<file path="config.mk">
export PLATFORM = sky130hd
export DESIGN_NAME = rc_frame_receiver_channel_decode
export DESIGN_NICKNAME = d
export VERILOG_FILES = /design/src/rtl/core/rcfr_pkg.sv /design/src/rtl/core/rc_frame_receiver_channel_decode.sv /design/src/rtl/core/rcfr_div6.sv
export SDC_FILE = /design/constraint.sdc
export NUM_CORES = 2
export LEC_CHECK = 0
export BUFFER_PORTS_ARGS = -buffer_cell sky130_fd_sc_hd__buf_2
export CORE_UTILIZATION = 40
export DETAILED_ROUTE_END_ITERATION = 12
export PLACE_DENSITY = 0.57
export SYNTH_ARGS = -nofsm -noshare
export SYNTH_HDL_FRONTEND = slang
export SYNTH_SLANG_ARGS = --single-unit
export TNS_END_PERCENT = 5
</file>
<file path="constraint.sdc">
create_clock -name aclk -period 14.3 [get_ports aclk]
set_input_delay 1.43 -clock aclk [delete_from_list [all_inputs] [get_ports aclk]]
set_output_delay 1.43 -clock aclk [all_outputs]
set_load 0.1 [all_outputs]
</file>
<file path="src/rtl/core/rcfr_pkg.sv">
// Shared types, constants and helpers for the receiver channel decoder.
// Used by rcfr_div6 and rc_frame_receiver_channel_decode; no dependencies.
`default_nettype none

package rcfr_pkg;

    localparam logic [7:0] HDR_FIRST  = 8'h55;
    localparam logic [7:0] HDR_SECOND = 8'hAA;
    localparam logic [7:0] TRL_FIRST  = 8'hAA;
    localparam logic [7:0] TRL_SECOND = 8'h55;

    localparam int USED_BYTES = 18;
    localparam int IDX_W      = $clog2(USED_BYTES);
    localparam int N_WORDS    = USED_BYTES / 2;

    localparam logic [15:0] THROTTLE_BASE = 16'd340;

    // floor(x / 6) == (x * DIV6_MULT) >> DIV6_SHIFT for every x below 2**17
    localparam logic [15:0] DIV6_MULT  = 16'd43691;
    localparam int          DIV6_SHIFT = 18;
    localparam int          QUOT_W     = 32 - DIV6_SHIFT;

    localparam logic [15:0] RST_PULSE_MIN = 16'd568;
    localparam logic [15:0] RST_PULSE_MID = 16'd1024;
    localparam logic [15:0] RST_PULSE_MAX = 16'd1478;

    localparam logic [1:0] CFG_PULSE_MIN = 2'd0;
    localparam logic [1:0] CFG_PULSE_MID = 2'd1;
    localparam logic [1:0] CFG_PULSE_MAX = 2'd2;

    localparam logic [1:0] CTRL_MIN = 2'd0;
    localparam logic [1:0] CTRL_MID = 2'd1;
    localparam logic [1:0] CTRL_MAX = 2'd2;
    localparam logic [1:0] CTRL_ERR = 2'd3;

    localparam logic [1:0] GAIT_TROT  = 2'd0;
    localparam logic [1:0] GAIT_WALK  = 2'd1;
    localparam logic [1:0] GAIT_STAND = 2'd2;
    localparam logic [1:0] GAIT_ERR   = 2'd3;

    typedef enum logic [2:0] {
        PH_HUNT    = 3'd0,
        PH_HDR     = 3'd1,
        PH_PAYLOAD = 3'd2,
        PH_TRL1    = 3'd3,
        PH_TRL2    = 3'd4
    } phase_t;

    typedef struct packed {
        logic        neg;
        logic [15:0] mag;
    } diff_t;

    function automatic diff_t pulse_diff(input logic [15:0] pulse, input logic [15:0] base);
        diff_t d;
        if (pulse >= base) begin
            d.neg = 1'b0;
            d.mag = pulse - base;
        end else begin
            d.neg = 1'b1;
            d.mag = base - pulse;
        end
        return d;
    endfunction

endpackage

`default_nettype wire

</file>
<file path="src/rtl/core/rc_frame_receiver_channel_decode.sv">
// Receiver channel decoder: framed byte parser and two-stage channel scaling.
// Result is registered in stage 1 when the trailer byte is accepted, then in the stage 2 result register.
// Throughput: one byte per cycle while s_ready is high; one result per good frame.
// Reset (aresetn low, synchronous): parser hunts for the header, pipeline
// empties, pulse registers return to 568 / 1024 / 1478. Payload store is not reset.
// Depends on rcfr_pkg and rcfr_div6.
`default_nettype none

module rc_frame_receiver_channel_decode
    import rcfr_pkg::*;
#(
    parameter int PAYLOAD_BYTES = 18
) (
    input  wire              aclk,
    input  wire              aresetn,

    input  wire              cfg_wr_en,
    input  wire  [1:0]       cfg_index,
    input  wire  [15:0]      cfg_wdata,

    input  wire              s_valid,
    output logic             s_ready,
    input  wire  [7:0]       s_rx_byte,

    output logic             m_valid,
    input  wire              m_ready,
    output logic signed [7:0] m_left_x,
    output logic signed [7:0] m_left_y,
    output logic signed [7:0] m_right_x,
    output logic signed [7:0] m_right_y,
    output logic [1:0]       m_control_mode,
    output logic [1:0]       m_gait_mode,
    output logic [7:0]       m_throttle
);

    localparam int CNT_W = $clog2(PAYLOAD_BYTES);

    logic [15:0] pulse_min_reg, pulse_mid_reg, pulse_max_reg;

    phase_t             phase_reg, phase_next;
    logic [CNT_W-1:0]   cnt_reg, cnt_next;
    logic [7:0]         store_reg [USED_BYTES];

    logic        accept;
    logic        store_we;
    logic        frame_ok;
    logic        cnt_last;
    logic [15:0] words [N_WORDS];

    // stage 1: sign/magnitude and mode codes
    logic        s1_valid_reg, s1_valid_next;
    diff_t       s1_lx_reg, s1_ly_reg, s1_rx_reg, s1_ry_reg, s1_thr_reg;
    logic [1:0]  s1_ctrl_reg, s1_gait_reg;
    logic [1:0]  ctrl_code, gait_code;

    // stage 2: result register
    logic        m_valid_reg, m_valid_next;
    logic [7:0]  lx_q, ly_q, rx_q, ry_q, thr_q;
    logic [7:0]  lx_reg, ly_reg, rx_reg, ry_reg, thr_reg;
    logic [1:0]  ctrl_reg, gait_reg;

    logic        adv_out;

    assign adv_out = !m_valid_reg || m_ready;
    assign s_ready = !s1_valid_reg || adv_out;
    assign accept  = s_valid && s_ready;
    assign cnt_last = (cnt_reg == CNT_W'(PAYLOAD_BYTES - 1));

    always_ff @(posedge aclk) begin
        if (!aresetn) begin
            pulse_min_reg <= RST_PULSE_MIN;
            pulse_mid_reg <= RST_PULSE_MID;
            pulse_max_reg <= RST_PULSE_MAX;
        end else if (cfg_wr_en) begin
            unique case (cfg_index)
                CFG_PULSE_MIN: pulse_min_reg <= cfg_wdata;
                CFG_PULSE_MID: pulse_mid_reg <= cfg_wdata;
                CFG_PULSE_MAX: pulse_max_reg <= cfg_wdata;
                default: ;
            endcase
        end
    end

    always_comb begin
        phase_next = phase_reg;
        cnt_next   = cnt_reg;
        if (accept) begin
            unique case (phase_reg)
                PH_HUNT: begin
                    phase_next = (s_rx_byte == HDR_FIRST) ? PH_HDR : PH_HUNT;
                end
                PH_HDR: begin
                    if (s_rx_byte == HDR_SECOND) begin
                        phase_next = PH_PAYLOAD;
                        cnt_next   = '0;
                    end else if (s_rx_byte != HDR_FIRST) begin
                        phase_next = PH_HUNT;
                    end
                end
                PH_PAYLOAD: begin
                    if (cnt_last) begin
                        phase_next = PH_TRL1;
                        cnt_next   = '0;
                    end else begin
                        cnt_next = cnt_reg + CNT_W'(1);
                    end
                end
                PH_TRL1: begin
                    phase_next = (s_rx_byte == TRL_FIRST) ? PH_TRL2 : PH_HUNT;
                end
                PH_TRL2: begin
                    phase_next = PH_HUNT;
                end
                default: begin
                    phase_next = PH_HUNT;
                end
            endcase
        end
    end

    always_comb begin
        store_we = 1'b0;
        frame_ok = 1'b0;
        unique case (phase_reg)
            PH_PAYLOAD: store_we = accept && (cnt_reg < CNT_W'(USED_BYTES));
            PH_TRL2:    frame_ok = accept && (s_rx_byte == TRL_SECOND);
            default: ;
        endcase
    end

    always_ff @(posedge aclk) begin
        if (!aresetn) begin
            phase_reg <= PH_HUNT;
            cnt_reg   <= '0;
        end else begin
            phase_reg <= phase_next;
            cnt_reg   <= cnt_next;
        end
    end

    always_ff @(posedge aclk) begin
        if (store_we) begin
            store_reg[cnt_reg[IDX_W-1:0]] <= s_rx_byte;
        end
    end

    always_comb begin
        for (int k = 0; k < N_WORDS; k++) begin
            words[k] = {store_reg[2*k+1], store_reg[2*k]};
        end
    end

    always_comb begin
        if (words[7] == pulse_min_reg) begin
            ctrl_code = CTRL_MIN;
        end else if (words[7] == pulse_mid_reg) begin
            ctrl_code = CTRL_MID;
        end else if (words[7] == pulse_max_reg) begin
            ctrl_code = CTRL_MAX;
        end else begin
            ctrl_code = CTRL_ERR;
        end

        if (words[8] == pulse_min_reg) begin
            gait_code = GAIT_TROT;
        end else if (words[8] == pulse_max_reg) begin
            gait_code = GAIT_WALK;
        end else if (words[8] == pulse_mid_reg) begin
            gait_code = GAIT_STAND;
        end else begin
            gait_code = GAIT_ERR;
        end
    end

    always_comb begin
        s1_valid_next = s1_valid_reg;
        if (frame_ok) begin
            s1_valid_next = 1'b1;
        end else if (s1_valid_reg && adv_out) begin
            s1_valid_next = 1'b0;
        end

        m_valid_next = m_valid_reg;
        if (s1_valid_reg && adv_out) begin
            m_valid_next = 1'b1;
        end else if (m_ready) begin
            m_valid_next = 1'b0;
        end
    end

    always_ff @(posedge aclk) begin
        if (!aresetn) begin
            s1_valid_reg <= 1'b0;
            m_valid_reg  <= 1'b0;
        end else begin
            s1_valid_reg <= s1_valid_next;
            m_valid_reg  <= m_valid_next;
        end
    end

    always_ff @(posedge aclk) begin
        if (frame_ok) begin
            s1_lx_reg   <= pulse_diff(words[3], pulse_mid_reg);
            s1_ly_reg   <= pulse_diff(words[1], pulse_mid_reg);
            s1_rx_reg   <= pulse_diff(words[0], pulse_mid_reg);
            s1_ry_reg   <= pulse_diff(words[2], pulse_mid_reg);
            s1_thr_reg  <= pulse_diff(words[4], THROTTLE_BASE);
            s1_ctrl_reg <= ctrl_code;
            s1_gait_reg <= gait_code;
        end
    end

    rcfr_div6 u_div_lx  (.diff(s1_lx_reg),  .quot(lx_q));
    rcfr_div6 u_div_ly  (.diff(s1_ly_reg),  .quot(ly_q));
    rcfr_div6 u_div_rx  (.diff(s1_rx_reg),  .quot(rx_q));
    rcfr_div6 u_div_ry  (.diff(s1_ry_reg),  .quot(ry_q));
    rcfr_div6 u_div_thr (.diff(s1_thr_reg), .quot(thr_q));

    always_ff @(posedge aclk) begin
        if (s1_valid_reg && adv_out) begin
            lx_reg   <= lx_q;
            ly_reg   <= ly_q;
            rx_reg   <= rx_q;
            ry_reg   <= ry_q;
            thr_reg  <= thr_q;
            ctrl_reg <= s1_ctrl_reg;
            gait_reg <= s1_gait_reg;
        end
    end

    assign m_valid        = m_valid_reg;
    assign m_left_x       = lx_reg;
    assign m_left_y       = ly_reg;
    assign m_right_x      = rx_reg;
    assign m_right_y      = ry_reg;
    assign m_control_mode = ctrl_reg;
    assign m_gait_mode    = gait_reg;
    assign m_throttle     = thr_reg;

endmodule

`default_nettype wire

</file>
<file path="src/rtl/core/rcfr_div6.sv">
// Signed divide by six with truncation toward zero, wrapped to 8 bits.
// Takes a sign and magnitude pair; depends on rcfr_pkg.
`default_nettype none

module rcfr_div6
    import rcfr_pkg::*;
(
    input  var diff_t       diff,
    output logic [7:0]      quot
);

    logic [31:0]       prod;
    logic [QUOT_W-1:0] q;
    logic [7:0]        q8;

    assign prod = 32'(diff.mag) * 32'(DIV6_MULT);
    assign q    = prod[31:DIV6_SHIFT];
    assign q8   = q[7:0];
    assign quot = diff.neg ? (~q8 + 8'd1) : q8;

endmodule

`default_nettype wire

</file>
==> metrics <==
synthesized flop and latch total=303; Slew Limit Fails=0; Iter 0 DRT Violations=1209; hold buffer count at CTS=0; worst-margin pin slew=1.133 ns; routability cong.=0.9142; Resize count post-CTS=0; P&R area growth vs syn=8.329%; final hold viol count=0; Die H=305.6 µm; drt first pass iters=5; Clock Skew=0.03762 ns; simple-gate portion of the synthesized area=7.599%; clock-pin transition on the worst setup and hold timing paths=0.06 ns; initial antenna violation count=3; Net count, final=4768; Worst Setup Path Type=flop to flop; critical-path cell list=ha_1 > xor2_1 > ha_1 > inv_1 > fa_1 > inv_1 > fa_1 > fa_1 > inv_1 > fa_1 > inv_1 > ha_1 > a2111oi_0 > a32oi_2 > a221oi_4 > o21ai_1 > a21o_1 > xor2_1 > o41ai_1 > xnor2_1; final WL=87.97 mm; largest net degree at the start of global routing=70; element type at the critical path start=flop; run status=completed; number of setup violations in the final report=0; worst reg2reg startpoint=s1_ly_reg[1]; routed vias=24550; R2R setup slack=8.00 ns; sequential area share after synthesis=23.11%; die footprint=0.09339 mm²; largest area contributor in the netlist=ha_1; mux cell area share after synthesis=1.500%; CTS tree=done; syn_area_per_cell=10.11 µm²; WP data arrival=6.61 ns; Critical Path Slowest Stage Cell=a2111oi_0; period utilisation layout=44.07%; Filler Cell Count=8667; Worst Hold Path EP=m_gait_mode[1]; Final Instance Area=0.03994 mm²; # clock sinks=303; Max Clock Freq=158.7 MHz; first-pass GRT wire length=141.5 mm; Worst VDD drop=0.0001170 V; setup TNS=0 ns; Detail Route Antenna Nets=0; min Tclk post-route=6.303 ns; layout cell share with drive strength beyond 1=4.824%; postcts setup bufs=0; R2R Path End=m_left_y[7]; YS warnings=0; share of the synthesized area in the top cell type=21.58%; post-synthesis cell type count=84; multi-input logic area=0.02509 mm²; largest cells by area after synthesis=ha_1 (22%), fa_1 (21%), edfxtp_1 (20%); via density per instance=4.981; CP required=14.61 ns; gr usage total=19.30%; later-pin clock latency in the skew report=0.60 ns; DRC=0; Post-Synth Adder-Cell Area=42.11%; HP Class=flop to flop; prevailing post-synth register cell=edfxtp_1; Max-cap violations=0; Sequential cell area=0.008518 mm²; largest family of logic cells by synthesized area=adder cells; CP Capture Type=flop; Post-DP Area=0.03860 mm²; power per cell area=53.56 mW/mm²; HP Start=s1_gait_reg[1]; XOR/XNOR Fraction of Synth Area=7.222%; Mapped Cells=3646; hold path cells=0; slowest cell delay on critical path=0.58 ns; root buffer cell=clkbuf_16; detailed placement HPWL=71.56 mm; clk buf depth=3; crit-path max FO=7; # rows=110; Core Region=0.09070 mm²; Num CTS Buffers=40; vias in the first global route=25800; H-tree Lvls=2; Mapped Area=0.03687 mm²; Mapped Nets=4691; Post-synth EDFFs=245; Initial Util=40.65%; Reg2Reg Depth=20; WL per Instance=17.85 µm; RSZ-0062 raised after global routing=no; I/O Buffers=76; Worst slew margin=24.39%; most common cell in the netlist=inv_1; Pleak=19.23 nW; post-synthesis compound-gate area fraction=9.588%; Largest register FFs=112; Die X=305.6 µm; IO Pins=77; Synth top cells by count=inv_1 (817), ha_1 (636), fa_1 (378); grt ovf=0; ys async rst share=0%
## area by class of cell
cell class / count / share of cell area (%)
diodes: 1 / 0.006266
flip-flops and latches: 303 / 21.33
repair buffers: 85 / 1.122
multi-input cells: 2475 / 62.83
clock inverters: 24 / 0.7425
well taps: 1176 / 3.684
inverters: 818 / 7.688
clock buffers: 47 / 2.597
## kinds of logic (layout without fill, tap and decap cells)
kind of cell / count (synthesis) / after routing
AND/OR/NAND/NOR: 576 / 576
adder cells (fa/ha/maj): 1014 / 1014
flip-flops: 303 / 303
other: 0 / 1
buffers and inverters: 868 / 974
AO/OA/AOI/OAI: 526 / 526
multiplexers: 55 / 55
XOR/XNOR: 304 / 304
## critical path: cells and delay by family (launching register included)
kind                       cells  cell delay [ns]
adders and majority gates      7             2.80
AOI/OAI and AO/OA              6             2.03
buffers and inverters          4             0.20
DFF                            1             0.52
xor gates and xnor gates       3             0.46
## layer usage
metal  track usage [%]  part of all wire, %  wire length [µm]  up-vias
met3             2.128                  4.1              3580      112
met2             31.09                   45             39720      430
met5                 0                    0                 0        -
li1                  -                    -                 -    12150
met1             27.29                   48             42530    11860
met4             5.551                  2.4              2145        0
## cell usage in the layout, fill, tap and decap left out, types with 6 or more instances in the layout
master | synthesis | routed
a211oi_1 | 21 | 21
a21boi_0 | 49 | 49
a21o_1 | 75 | 75
a21oi_1 | 144 | 144
a221o_1 | 6 | 6
a311oi_1 | 6 | 6
a31oi_1 | 11 | 11
and2_1 | 13 | 13
and3_1 | 18 | 18
buf_2 | 5 | 76
buf_4 | 0 | 9
clkbuf_1 | 41 | 6
clkbuf_16 | 0 | 40
clkinv_2 | 0 | 6
dfxtp_1 | 58 | 58
edfxtp_1 | 245 | 245
fa_1 | 378 | 378
ha_1 | 636 | 636
inv_1 | 817 | 817
mux2i_1 | 53 | 53
nand2_1 | 218 | 218
nand2b_1 | 31 | 31
nand3_1 | 34 | 34
nand3b_1 | 6 | 6
nand4_1 | 31 | 31
nor2_1 | 96 | 95
nor2b_1 | 36 | 35
nor3_1 | 32 | 32
nor3b_1 | 7 | 7
nor4_1 | 16 | 16
o211ai_1 | 16 | 16
o21a_1 | 15 | 15
o21ai_0 | 71 | 71
o21ai_1 | 16 | 16
o21bai_1 | 15 | 15
o31ai_1 | 11 | 11
or3_1 | 15 | 15
xnor2_1 | 176 | 176
xor2_1 | 128 | 128
## stage by stage
step / std cells / utilization [%] / hold WS [ns] / power [mW] / worst slack, ns
6_report: 4929 / 44.03 / 0.4138 / 2.139 / 7.997
3_5_place_dp: 4857 / 42.56 / 0.4103 / 1.124 / 8.014
4_1_cts: 4928 / 44.03 / 0.4186 / 2.170 / 7.979
5_1_grt: 4928 / 44.03 / 0.4434 / 2.213 / 7.591
3_3_place_gp: 4857 / 42.56 / 0.4027 / 1.125 / 8.151
2_1_floorplan: 3646 / - / 0.4003 / 1.074 / 1.830
## worst max-delay path by stage
stage / start / to / slack [ns] / depth (start not counted)
after CTS: s1_ly_reg[1] / m_left_y[7] / 7.98 / 20
after global routing: s1_ry_reg[1] / m_right_y[7] / 7.59 / 20
final: s1_ly_reg[1] / m_left_y[7] / 8.00 / 20
after detailed placement: s1_ly_reg[1] / m_left_y[7] / 8.01 / 20
after floorplan: m_ready / s1_ctrl_reg[0] / 1.83 / 4
after global placement: s1_ry_reg[1] / m_right_y[7] / 8.15 / 20
## power by group
| group | internal [mW] | leakage (nW) | switching [mW] |
|---|---|---|---|
| sequential | 0.958 | 2.65 | 0.0132 |
| clock | 0.602 | 0.647 | 0.431 |
| combinational | 0.0528 | 15.9 | 0.0828 |
Note: power is estimated with default switching activity, not from simulation.
